$ cat config.mk
export PLATFORM = sky130hd
export DESIGN_NAME = stereo_rms_level_meter_core
export DESIGN_NICKNAME = d
export VERILOG_FILES = /design/src/rtl/srlm_pkg.sv /design/src/rtl/srlm_lane.sv /design/src/rtl/srlm_merge.sv /design/src/rtl/srlm_divsqrt.sv /design/src/rtl/stereo_rms_level_meter_core.sv
export SDC_FILE = /design/constraint.sdc
export NUM_CORES = 2
export LEC_CHECK = 0
export BUFFER_PORTS_ARGS = -buffer_cell sky130_fd_sc_hd__buf_4
export CORE_ASPECT_RATIO = 1.1
export CORE_MARGIN = 8
export CORE_UTILIZATION = 50
export DETAILED_ROUTE_END_ITERATION = 8
export HOLD_SLACK_MARGIN = 0.06
export PLACE_DENSITY_LB_ADDON = 0.05
export SYNTH_ARGS = -nofsm -noshare
export SYNTH_HDL_FRONTEND = slang
export SYNTH_SLANG_ARGS = --single-unit
$ cat constraint.sdc
create_clock -name i_clk -period 11.75 [get_ports i_clk]
set_clock_uncertainty 0.1 [all_clocks]
set_input_delay 1.175 -clock i_clk [delete_from_list [all_inputs] [get_ports i_clk]]
set_output_delay 1.175 -clock i_clk [all_outputs]
set_load 0.05 [all_outputs]
$ cat src/rtl/srlm_pkg.sv
// ----------------------------------------------------------------------------
// srlm_pkg
// Shared widths and constants of the stereo RMS level meter.
// ----------------------------------------------------------------------------
package srlm_pkg;

    localparam int MAX_FRAMES = 256;
    localparam int CNT_W      = $clog2(MAX_FRAMES + 1);

    localparam int SMP_W   = 16;
    localparam int SQ_W    = 29;          // floor(s*s/4) <= 2^28
    localparam int SUM_W   = 38;
    localparam int QUO_W   = SUM_W + 1;   // 2*sum / count
    localparam int RAD_W   = 32;          // mean square never exceeds 2^30
    localparam int ROOT_W  = 16;
    localparam int ACC_W   = 24;
    localparam int LVL_W   = 16;

    localparam int DIV_STEPS  = QUO_W;
    localparam int SQRT_STEPS = ROOT_W;
    localparam int STEP_W     = $clog2(DIV_STEPS);

    localparam int WOLD_W = 16;
    localparam int WNEW_W = 13;
    localparam logic [WOLD_W-1:0] W_OLD = 16'd60948;
    localparam logic [WNEW_W-1:0] W_NEW = 13'd4588;

    localparam int POLD_W = ACC_W + WOLD_W;
    localparam int PNEW_W = ROOT_W + WNEW_W;
    localparam int MIX_W  = POLD_W + 1;

    localparam logic [MIX_W-1:0] MIX_HALF = MIX_W'(32768);
    localparam logic [ACC_W:0]   ACC_HALF = (ACC_W + 1)'(128);

    localparam logic [CNT_W-1:0] CNT_MAX = CNT_W'(MAX_FRAMES);

endpackage

$ cat src/rtl/srlm_lane.sv
// ----------------------------------------------------------------------------
// srlm_lane
// One channel lane: squares the halved sample, registered.
// ----------------------------------------------------------------------------
module srlm_lane (
    input  logic                             i_clk,
    input  logic                             i_rst_n,
    input  logic                             i_en,
    input  logic signed [srlm_pkg::SMP_W-1:0] i_sample,
    output logic [srlm_pkg::SQ_W-1:0]        o_sq
);

    logic signed [2*srlm_pkg::SMP_W-1:0] prod;
    logic [srlm_pkg::SQ_W-1:0]           r_sq;
    logic [srlm_pkg::SQ_W-1:0]           n_sq;

    assign prod = i_sample * i_sample;

    // square is non-negative and at most 2^30; drop two LSBs for the halving
    assign n_sq = i_en ? prod[srlm_pkg::SQ_W+1:2] : '0;

    always_ff @(posedge i_clk) begin
        if (!i_rst_n) begin
            r_sq <= '0;
        end else begin
            r_sq <= n_sq;
        end
    end

    assign o_sq = r_sq;

endmodule

$ cat src/rtl/srlm_merge.sv
// ----------------------------------------------------------------------------
// srlm_merge
// Combines the two lane squares into the saturating block sum.
// ----------------------------------------------------------------------------
module srlm_merge (
    input  logic                        i_clk,
    input  logic                        i_rst_n,
    input  logic                        i_clear,
    input  logic [srlm_pkg::SQ_W-1:0]   i_sq_l,
    input  logic [srlm_pkg::SQ_W-1:0]   i_sq_r,
    output logic [srlm_pkg::SUM_W-1:0]  o_sum
);

    logic [srlm_pkg::SQ_W:0]    pair;
    logic [srlm_pkg::SUM_W:0]   total;
    logic [srlm_pkg::SUM_W-1:0] r_sum;
    logic [srlm_pkg::SUM_W-1:0] n_sum;

    assign pair  = {1'b0, i_sq_l} + {1'b0, i_sq_r};
    assign total = {1'b0, r_sum} + (srlm_pkg::SUM_W + 1)'(pair);

    always_comb begin
        if (i_clear) begin
            n_sum = '0;
        end else if (total[srlm_pkg::SUM_W]) begin
            n_sum = '1;
        end else begin
            n_sum = total[srlm_pkg::SUM_W-1:0];
        end
    end

    always_ff @(posedge i_clk) begin
        if (!i_rst_n) begin
            r_sum <= '0;
        end else begin
            r_sum <= n_sum;
        end
    end

    assign o_sum = r_sum;

endmodule

$ cat src/rtl/srlm_divsqrt.sv
// ----------------------------------------------------------------------------
// srlm_divsqrt
// Mean square and root: restoring divide of 2*sum by the frame count,
// one quotient bit per cycle, then a bit-pair-per-cycle integer square root.
// ----------------------------------------------------------------------------
module srlm_divsqrt (
    input  logic                         i_clk,
    input  logic                         i_rst_n,
    input  logic                         i_start,
    input  logic [srlm_pkg::SUM_W-1:0]   i_sum,
    input  logic [srlm_pkg::CNT_W-1:0]   i_count,
    output logic                         o_done,
    output logic [srlm_pkg::ROOT_W-1:0]  o_root
);

    typedef enum logic [2:0] {
        ST_IDLE = 3'b001,
        ST_DIV  = 3'b010,
        ST_SQRT = 3'b100
    } t_ds_state;

    t_ds_state                      r_state, n_state;
    logic [srlm_pkg::STEP_W-1:0]    r_step, n_step;
    logic                           r_done, n_done;

    logic [srlm_pkg::QUO_W-1:0]     r_quo, n_quo;
    logic [srlm_pkg::CNT_W-1:0]     r_rem, n_rem;
    logic [srlm_pkg::CNT_W-1:0]     r_div, n_div;
    logic [srlm_pkg::RAD_W-1:0]     r_rad, n_rad;
    logic [srlm_pkg::ROOT_W+1:0]    r_srem, n_srem;
    logic [srlm_pkg::ROOT_W-1:0]    r_root, n_root;

    logic [srlm_pkg::CNT_W:0]       drem_sh;
    logic                           dge;
    logic [srlm_pkg::CNT_W:0]       drem_sub;
    logic [srlm_pkg::QUO_W-1:0]     quo_step;
    logic [srlm_pkg::ROOT_W+3:0]    srem_sh;
    logic [srlm_pkg::ROOT_W+3:0]    trial;
    logic [srlm_pkg::ROOT_W+3:0]    srem_sub;
    logic                           sge;

    assign drem_sh  = {r_rem, r_quo[srlm_pkg::QUO_W-1]};
    assign dge      = drem_sh >= {1'b0, r_div};
    assign drem_sub = drem_sh - {1'b0, r_div};
    assign quo_step = {r_quo[srlm_pkg::QUO_W-2:0], dge};

    assign srem_sh  = {r_srem, r_rad[srlm_pkg::RAD_W-1 -: 2]};
    assign trial    = (srlm_pkg::ROOT_W + 4)'({r_root, 2'b01});
    assign sge      = srem_sh >= trial;
    assign srem_sub = srem_sh - trial;

    always_comb begin
        n_state = r_state;
        n_step  = r_step;
        n_done  = 1'b0;
        n_quo   = r_quo;
        n_rem   = r_rem;
        n_div   = r_div;
        n_rad   = r_rad;
        n_srem  = r_srem;
        n_root  = r_root;
        unique case (r_state)
            ST_IDLE: begin
                if (i_start) begin
                    n_quo   = {i_sum, 1'b0};
                    n_rem   = '0;
                    n_div   = i_count;
                    n_step  = srlm_pkg::STEP_W'(srlm_pkg::DIV_STEPS - 1);
                    n_state = ST_DIV;
                end
            end
            ST_DIV: begin
                n_quo = quo_step;
                n_rem = dge ? drem_sub[srlm_pkg::CNT_W-1:0]
                            : drem_sh[srlm_pkg::CNT_W-1:0];
                if (r_step == '0) begin
                    n_rad   = quo_step[srlm_pkg::RAD_W-1:0];
                    n_srem  = '0;
                    n_root  = '0;
                    n_step  = srlm_pkg::STEP_W'(srlm_pkg::SQRT_STEPS - 1);
                    n_state = ST_SQRT;
                end else begin
                    n_step = r_step - 1'b1;
                end
            end
            ST_SQRT: begin
                n_rad  = {r_rad[srlm_pkg::RAD_W-3:0], 2'b00};
                n_srem = sge ? srem_sub[srlm_pkg::ROOT_W+1:0]
                             : srem_sh[srlm_pkg::ROOT_W+1:0];
                n_root = {r_root[srlm_pkg::ROOT_W-2:0], sge};
                if (r_step == '0) begin
                    n_done  = 1'b1;
                    n_state = ST_IDLE;
                end else begin
                    n_step = r_step - 1'b1;
                end
            end
            default: begin
                n_state = ST_IDLE;
            end
        endcase
    end

    always_ff @(posedge i_clk) begin
        if (!i_rst_n) begin
            r_state <= ST_IDLE;
            r_step  <= '0;
            r_done  <= 1'b0;
        end else begin
            r_state <= n_state;
            r_step  <= n_step;
            r_done  <= n_done;
        end
    end

    always_ff @(posedge i_clk) begin
        r_quo  <= n_quo;
        r_rem  <= n_rem;
        r_div  <= n_div;
        r_rad  <= n_rad;
        r_srem <= n_srem;
        r_root <= n_root;
    end

    assign o_done = r_done;
    assign o_root = r_root;

endmodule

$ cat src/rtl/stereo_rms_level_meter_core.sv
// ----------------------------------------------------------------------------
// stereo_rms_level_meter_core
// Block RMS and exponentially smoothed level of a stream of stereo left/right frames.
// ----------------------------------------------------------------------------
// Frames that do not close a block are taken one per cycle: two lanes square
// the halved left and right samples and a merge stage adds both into a
// saturating sum. The frame marked last stops intake while the mean square is
// formed and rooted: the lane and merge registers settle the sum, the
// bit-serial divider and the square root run, and the hand-off and smoothing
// states follow before the result is offered, later if the previous result has
// not yet been taken. A pending result does not stop intake of the next block.
// Frames beyond MAX_FRAMES in a block are dropped and flagged as overrun.
// ----------------------------------------------------------------------------
module stereo_rms_level_meter_core (
    input  logic                              i_clk,
    input  logic                              i_rst_n,
    input  logic                              i_valid,
    output logic                              o_ready,
    input  logic signed [srlm_pkg::SMP_W-1:0] i_left_sample,
    input  logic signed [srlm_pkg::SMP_W-1:0] i_right_sample,
    input  logic                              i_last_frame,
    output logic                              o_valid,
    input  logic                              i_ready,
    output logic [srlm_pkg::ROOT_W-1:0]       o_block_rms,
    output logic [srlm_pkg::LVL_W-1:0]        o_smoothed_level,
    output logic                              o_overrun
);

    typedef enum logic [6:0] {
        ST_IDLE   = 7'b0000001,
        ST_SETTLE = 7'b0000010,
        ST_START  = 7'b0000100,
        ST_WAIT   = 7'b0001000,
        ST_MUL    = 7'b0010000,
        ST_UPD    = 7'b0100000,
        ST_OUT    = 7'b1000000
    } t_state;

    t_state                          r_state, n_state;
    logic [srlm_pkg::CNT_W-1:0]      r_count, n_count;
    logic                            r_ovr, n_ovr;
    logic [srlm_pkg::ACC_W-1:0]      r_acc, n_acc;
    logic [srlm_pkg::POLD_W-1:0]     r_pold;
    logic [srlm_pkg::PNEW_W-1:0]     r_pnew;
    logic [srlm_pkg::ROOT_W-1:0]     r_rms;
    logic                            r_ovalid, n_ovalid;
    logic [srlm_pkg::ROOT_W-1:0]     r_orms;
    logic [srlm_pkg::LVL_W-1:0]      r_olvl;
    logic                            r_oovr;

    logic                            accept;
    logic                            keep;
    logic                            load_out;
    logic                            clear_sum;
    logic [srlm_pkg::SQ_W-1:0]       sq_l, sq_r;
    logic [srlm_pkg::SUM_W-1:0]      sum;
    logic                            ds_done;
    logic [srlm_pkg::ROOT_W-1:0]     ds_root;
    logic [srlm_pkg::MIX_W-1:0]      mix;
    logic [srlm_pkg::ACC_W:0]        acc_rnd;
    logic [srlm_pkg::LVL_W-1:0]      level;

    assign o_ready  = (r_state == ST_IDLE);
    assign accept   = i_valid && o_ready;
    assign keep     = (r_count < srlm_pkg::CNT_MAX);
    assign load_out = (r_state == ST_OUT) && (!r_ovalid || i_ready);
    assign clear_sum = load_out;

    srlm_lane u_lane_l (
        .i_clk    (i_clk),
        .i_rst_n  (i_rst_n),
        .i_en     (accept && keep),
        .i_sample (i_left_sample),
        .o_sq     (sq_l)
    );

    srlm_lane u_lane_r (
        .i_clk    (i_clk),
        .i_rst_n  (i_rst_n),
        .i_en     (accept && keep),
        .i_sample (i_right_sample),
        .o_sq     (sq_r)
    );

    srlm_merge u_merge (
        .i_clk    (i_clk),
        .i_rst_n  (i_rst_n),
        .i_clear  (clear_sum),
        .i_sq_l   (sq_l),
        .i_sq_r   (sq_r),
        .o_sum    (sum)
    );

    srlm_divsqrt u_divsqrt (
        .i_clk    (i_clk),
        .i_rst_n  (i_rst_n),
        .i_start  (r_state == ST_START),
        .i_sum    (sum),
        .i_count  (r_count),
        .o_done   (ds_done),
        .o_root   (ds_root)
    );

    // acc*W_OLD + (rms<<8)*W_NEW, rounded half up, keep Q0.24
    assign mix = {1'b0, r_pold}
               + srlm_pkg::MIX_W'({r_pnew, 8'h00})
               + srlm_pkg::MIX_HALF;

    assign acc_rnd = {1'b0, r_acc} + srlm_pkg::ACC_HALF;
    assign level   = acc_rnd[srlm_pkg::ACC_W] ? '1
                                              : acc_rnd[srlm_pkg::ACC_W-1:8];

    always_comb begin
        n_state  = r_state;
        n_count  = r_count;
        n_ovr    = r_ovr;
        n_acc    = r_acc;
        n_ovalid = r_ovalid;
        if (r_ovalid && i_ready) begin
            n_ovalid = 1'b0;
        end
        unique case (r_state)
            ST_IDLE: begin
                if (accept) begin
                    if (keep) begin
                        n_count = r_count + 1'b1;
                    end else begin
                        n_ovr = 1'b1;
                    end
                    if (i_last_frame) begin
                        n_state = ST_SETTLE;
                    end
                end
            end
            ST_SETTLE: begin
                n_state = ST_START;
            end
            ST_START: begin
                n_state = ST_WAIT;
            end
            ST_WAIT: begin
                if (ds_done) begin
                    n_state = ST_MUL;
                end
            end
            ST_MUL: begin
                n_state = ST_UPD;
            end
            ST_UPD: begin
                n_acc   = mix[srlm_pkg::ACC_W+15:16];
                n_state = ST_OUT;
            end
            ST_OUT: begin
                if (load_out) begin
                    n_ovalid = 1'b1;
                    n_count  = '0;
                    n_ovr    = 1'b0;
                    n_state  = ST_IDLE;
                end
            end
            default: begin
                n_state = ST_IDLE;
            end
        endcase
    end

    always_ff @(posedge i_clk) begin
        if (!i_rst_n) begin
            r_state  <= ST_IDLE;
            r_count  <= '0;
            r_ovr    <= 1'b0;
            r_acc    <= '0;
            r_ovalid <= 1'b0;
        end else begin
            r_state  <= n_state;
            r_count  <= n_count;
            r_ovr    <= n_ovr;
            r_acc    <= n_acc;
            r_ovalid <= n_ovalid;
        end
    end

    always_ff @(posedge i_clk) begin
        if (r_state == ST_WAIT) begin
            r_rms  <= ds_root;
            r_pold <= r_acc * srlm_pkg::W_OLD;
            r_pnew <= ds_root * srlm_pkg::W_NEW;
        end
        if (load_out) begin
            r_orms <= r_rms;
            r_olvl <= level;
            r_oovr <= r_ovr;
        end
    end

    assign o_valid          = r_ovalid;
    assign o_block_rms      = r_orms;
    assign o_smoothed_level = r_olvl;
    assign o_overrun        = r_oovr;

endmodule

After elaboration in Yosys (flattened, before gate mapping)
Cells that the tools add are included.
W data, S select, Z words.
{"block": "word_totals", "latchBits": 0, "ram_bits": 0, "out_inout_bits": 35, "register_bits": 385, "rom_bits": 0, "word_cells": 120, "n_memories": 0}
{"block": "classes", "multipliers": 4, "n_addsub": 9, "bitwise": 1, "n_eq_ne": 20, "order_cmp": 3, "reduce_logical": 22, "shifts": 0, "mux": 38, "div_mod_pow": 0}
{"op": "$pmux W39 S2", "n": 1}
{"op": "$pmux W32 S2", "n": 1}
{"op": "$mul A16 B16 Y31", "n": 2}
{"op": "$pmux W7 S7", "n": 1}
{"op": "$mux W9", "n": 5}
{"op": "$add A40 B16 Y40 const B", "n": 1}
{"op": "$add A40 B37 Y40", "n": 1}
{"op": "$add A38 B30 Y39", "n": 1}
{"op": "$mux W39", "n": 1}
{"op": "$mul A24 B14 Y38 const B", "n": 1}
{"op": "$mux W38", "n": 1}
{"op": "$mux W18", "n": 2}
{"op": "$pmux W18 S2", "n": 1}
{"op": "$pmux W9 S2", "n": 2}
{"op": "$mux W32", "n": 1}
{"op": "$pmux W16 S2", "n": 1}
{"op": "$add A29 B29 Y30", "n": 1}
{"op": "$mux W7", "n": 4}
{"op": "$mul A16 B11 Y27 const B", "n": 1}
{"op": "$add A24 B8 Y25 const B", "n": 1}
{"op": "$ge A20 B18 Y1", "n": 1}
{"op": "$mux W6", "n": 3}
{"op": "$pmux W6 S3", "n": 1}
{"op": "$sub A18 B18 Y18", "n": 1}
{"op": "other kinds (33)", "n": 61}

Depth between registers and ports, before layout
{"block": "logic_depth", "ltp_word": 5, "mapped_depth": 25, "depth_no_buf": 24}

Modules after synthesis
A second synthesis with hierarchy kept.
{"block": "unflattened", "cells_unflattened": 4754, "hier_area_um2": 45872.7}
{"mod": "srlm_lane", "n_inst": 2, "area_each_um2": 9873.2, "seq_area_each_um2": 580.6, "cells_per_inst": 1092}
{"mod": "stereo_rms_level_meter_core", "n_inst": 1, "area_each_um2": 15945.3, "seq_area_each_um2": 3993.8, "cells_per_inst": 1536}
{"mod": "srlm_divsqrt", "n_inst": 1, "area_each_um2": 6822.8, "seq_area_each_um2": 3893.7, "cells_per_inst": 684}
{"mod": "srlm_merge", "n_inst": 1, "area_each_um2": 3358.2, "seq_area_each_um2": 760.7, "cells_per_inst": 350}

Worst setup path before layout
OpenSTA, ideal clock, no wires.
{"block": "synth_path", "path_type": "input -> register", "start": "input port i_left_sample[5] in the netlist's numbering", "end": "register u_lane_l.r_sq (netlist bit u_lane_l.o_sq[20])", "path_slack_ps": 4628, "arrival_ps": 6894, "setup_ps": 128, "n_path_buf": 2, "required_time_ps": 11522, "path_stages": 22, "path_cell_list": "clkbuf_1 -> clkbuf_1 -> nand2_1 -> fa_1 -> fa_1 -> fa_1 -> inv_1 -> fa_1 -> inv_1 -> fa_1 -> inv_1 -> fa_1 -> ha_1 -> and2_1 -> a221o_1 -> a2111o_1 -> o21ai_0 -> o31ai_1 -> a21o_1 -> a21oi_1 -> xor2_1 -> nor2_1"}
{"block": "synth_between", "elab_chain_cells": 1}
{"element": "start, declared", "line": "stereo_rms_level_meter_core.sv:19", "rtl": "input logic signed [srlm_pkg::SMP_W-1:0] i_left_sample,"}
{"element": "$mul A16 B16 Y31", "line": "srlm_lane.sv:17", "rtl": "assign prod = i_sample * i_sample;"}
{"element": "end signal, assigned", "line": "srlm_lane.sv:26", "rtl": "r_sq <= n_sq;"}
{"element": "end, declared", "line": "srlm_lane.sv:14", "rtl": "logic [srlm_pkg::SQ_W-1:0] r_sq;"}
No other way between the ends.
A chain may end at the register's enable or synchronous reset.

Worst setup path in the final report
{"block": "layout_path", "start": "input port i_right_sample[15] in the netlist's numbering", "end": "register u_lane_r.r_sq (netlist bit u_lane_r.o_sq[27])"}
{"block": "layout_between", "elab_chain_cells": 1}
{"element": "start, declared", "line": "stereo_rms_level_meter_core.sv:20", "rtl": "input logic signed [srlm_pkg::SMP_W-1:0] i_right_sample,"}
{"element": "$mul A16 B16 Y31", "line": "srlm_lane.sv:17"}
{"element": "end signal, assigned", "line": "srlm_lane.sv:26"}
{"element": "end, declared", "line": "srlm_lane.sv:14"}
No other way between the ends.

==> flow_metrics.tcl <==
set metrics [dict create \
    fin_crit_ns 7.18 \
    peakVddDrop_uv 522 \
    yosysWarningCount 0 \
    synth-seq-cells 376 \
    hold_buffers 0 \
    numCtsBuffers 44 \
    via_per_inst 5.11 \
    drv_slew 0 \
    grt_pass1_wl_um 162000 \
    period_share 0.611 \
    clockRootBuffer "clkbuf_16" \
    worstPathArrival_ns 7.51 \
    synth_top_flop_cell "edfxtp_1" \
    timing.rr.start "r_acc[7]" \
    dp.cells 5739 \
    die_w_um 301 \
    remaining_drc_errors 0 \
    status "completed" \
    grt_util_all_layers 0.202 \
    fin_nets 5825 \
    cp_data_required_time_ns 12.08 \
    port_buffers 71 \
    cts_buffer_depth 3 \
    r2r_slack_ns 4.83 \
    die_y_um 329 \
    io_pins 72 \
    drt_wl_total_um 96500 \
    regArea_um2 9810 \
    post_cts_buffers 0 \
    max_freq_mhz 139 \
    path_max_fanout 17 \
    place.gp.congestion 0.848 \
    powerDensity_nw_per_um2 243 \
    critical_path_class "input port to flip-flop" \
    finalNonFillerCells 5820 \
    tightestPinTransition_ns 0.946 \
    grt_max_degree 70 \
    cts_tree "yes" \
    synth_area_um2 44600 \
    clock_latency_ns 0.58 \
    synth_edf_count 228 \
    min_path_type "flip-flop to flip-flop" \
    core-area_um2 88900 \
    synthToLayoutAreaGrowth_pct 7.38 \
    post_cts_resized 0 \
    slew_headroom 0.369 \
    grt_pass1_vias 31800 \
    timing.rr.end "r_pold[35]" \
    drtAntennaViolNets 0 \
    synth_fp_nets 5794 \
    path_clk_slew_ns 0.06 \
    finalSetupViolCount 0 \
    n_antenna_cell 0 \
    synth_top_area_share 0.305 \
    endpoint_kind "flip-flop" \
    vias 29700 \
    max_cap_viol_count 0 \
    endpoint "u_lane_r.o_sq[27]" \
    synthCells 4584 \
    dr.pass1.iters 5 \
    antenna_found_initial 0 \
    initial_core_util 0.501 \
    worstRegToRegCells 20 \
    yosysSeqAreaShare 0.220 \
    cp-startpoint "i_right_sample[15]" \
    hpwl_um 79600 \
    synth.most_common_cell "inv_1" \
    yosysTopAreaCell "fa_1" \
    synth_area_leaders "fa_1 (30%), edfxtp_1 (15%), ha_1 (14%)" \
    drive_gt1_frac 0.0430 \
    synth_cell_types 82 \
    die_area_um2 99000 \
    p_leak_nw 23.8 \
    grt_setup_unrepaired "no" \
    cts.sinks 376 \
    cts_max_level 2 \
    nFillCells 8412 \
    synth_common_cells "inv_1 (1047), fa_1 (679), ha_1 (494)" \
    placementRows 115 \
    drtIter0Drc 1154 \
    multi_input_area_um2 30500 \
    async_reset_ff_frac 0 \
    grt_remaining_overflow 0 \
    critPathLaunchType "input port" \
    syn_avg_cell_area_um2 9.72 \
    tns_ns 0 \
    hold_violations 0 \
    detail_route.wl_per_cell_um 16.6 \
]
## metrics by stage
stage | hold WS [ns] | total power, mW | setup slack, ns | utilization | cell area [um^2]
6_report | 0.317 | 11.6 | 4.57 | 0.538 | 47900
3_3_place_gp | 0.304 | 10.3 | 4.02 | 0.521 | 46300
3_5_place_dp | 0.305 | 10.3 | 4.00 | 0.521 | 46300
5_1_grt | 0.322 | 13.2 | 4.22 | 0.538 | 47900
2_1_floorplan | 0.300 | 8.55 | 4.63 | - | 44600
4_1_cts | 0.319 | 11.9 | 4.59 | 0.538 | 47900
## report_power, final
part           total (mW)  switching, mW  internal (mW)
logic                8.61           4.87           3.74
clock network        1.45          0.581          0.870
registers            1.59         0.0807           1.51
## state kept, by name, indices dropped and copies added (netlist names), 18 cells and up
| signal | count |
|---|---|
| u_divsqrt.r_quo | 39 |
| u_merge.o_sum | 38 |
| u_divsqrt.r_rad | 32 |
| r_pold | 30 |
| u_lane_l.o_sq | 29 |
| u_lane_r.o_sq | 29 |
| r_pnew | 26 |
| r_acc | 24 |
| u_divsqrt.r_srem | 18 |
## layout by cell type (no fill, tap or decap), types with 20 or more instances in the layout
| master | count |
|---|---|
| a211oi_1 | 37 |
| a21o_1 | 69 |
| a21oi_1 | 203 |
| and2_1 | 119 |
| and3_1 | 34 |
| buf_4 | 84 |
| clkbuf_16 | 48 |
| dfxtp_1 | 148 |
| edfxtp_1 | 228 |
| fa_1 | 679 |
| ha_1 | 494 |
| inv_1 | 1045 |
| mux2i_1 | 22 |
| nand2_1 | 462 |
| nand2b_1 | 31 |
| nand3_1 | 49 |
| nand4_1 | 20 |
| nor2_1 | 226 |
| nor2b_1 | 27 |
| nor3_1 | 46 |
| o21a_1 | 23 |
| o21ai_0 | 98 |
| o21bai_1 | 25 |
| xnor2_1 | 127 |
| xor2_1 | 74 |
## logic make-up after synthesis
logic type	after synthesis	share of synthesized area
fa+ha+maj	1173	0.444
compound gates	565	0.0800
simple gates	1098	0.114
flops	376	0.220
xor+xnor	201	0.0395
buf+inv	1147	0.0971
mux	24	0.00545
## worst min path at each step
stage,end,depth (start not counted),from
6_report,o_block_rms[8],0,r_rms[8]
4_1_cts,o_block_rms[8],0,r_rms[8]
3_3_place_gp,o_block_rms[7],0,r_rms[7]
2_1_floorplan,o_block_rms[10],0,r_rms[10]
3_5_place_dp,o_block_rms[8],0,r_rms[8]
5_1_grt,o_block_rms[8],0,r_rms[8]
## metal layers
layer,share of wire,GRT usage,vias up
li1,-,-,14500
met1,0.41,0.240,14700
met2,0.54,0.388,333
met3,0.021,0.0150,128
met4,0.026,0.0545,0
met5,0,0,-
## layout make-up
class | count | share of cell area
clock inverter | 29 | 0.00667
clock buffer | 52 | 0.0258
inverter | 1048 | 0.0822
sequential | 376 | 0.205
timing repair buffer | 84 | 0.0132
multi-input combinational | 3061 | 0.637
tap | 1170 | 0.0306
## critical path, cell delays in order
cell and delay, ns:
buf_4 0.19, inv_1 0.45, nor2_1 0.11, fa_1 0.73, inv_1 0.12, fa_1 0.57
fa_1 0.45, fa_1 0.56, fa_1 0.44, fa_1 0.54, inv_1 0.04, ha_1 0.36
nand4_1 0.20, nor2_1 0.25, nand2_1 0.09, or2_2 0.30, a31oi_1 0.29, a211oi_1 0.19
o21ai_0 0.25, xnor2_1 0.15, nor2_1 0.05
(Power assumes the default switching activity.)
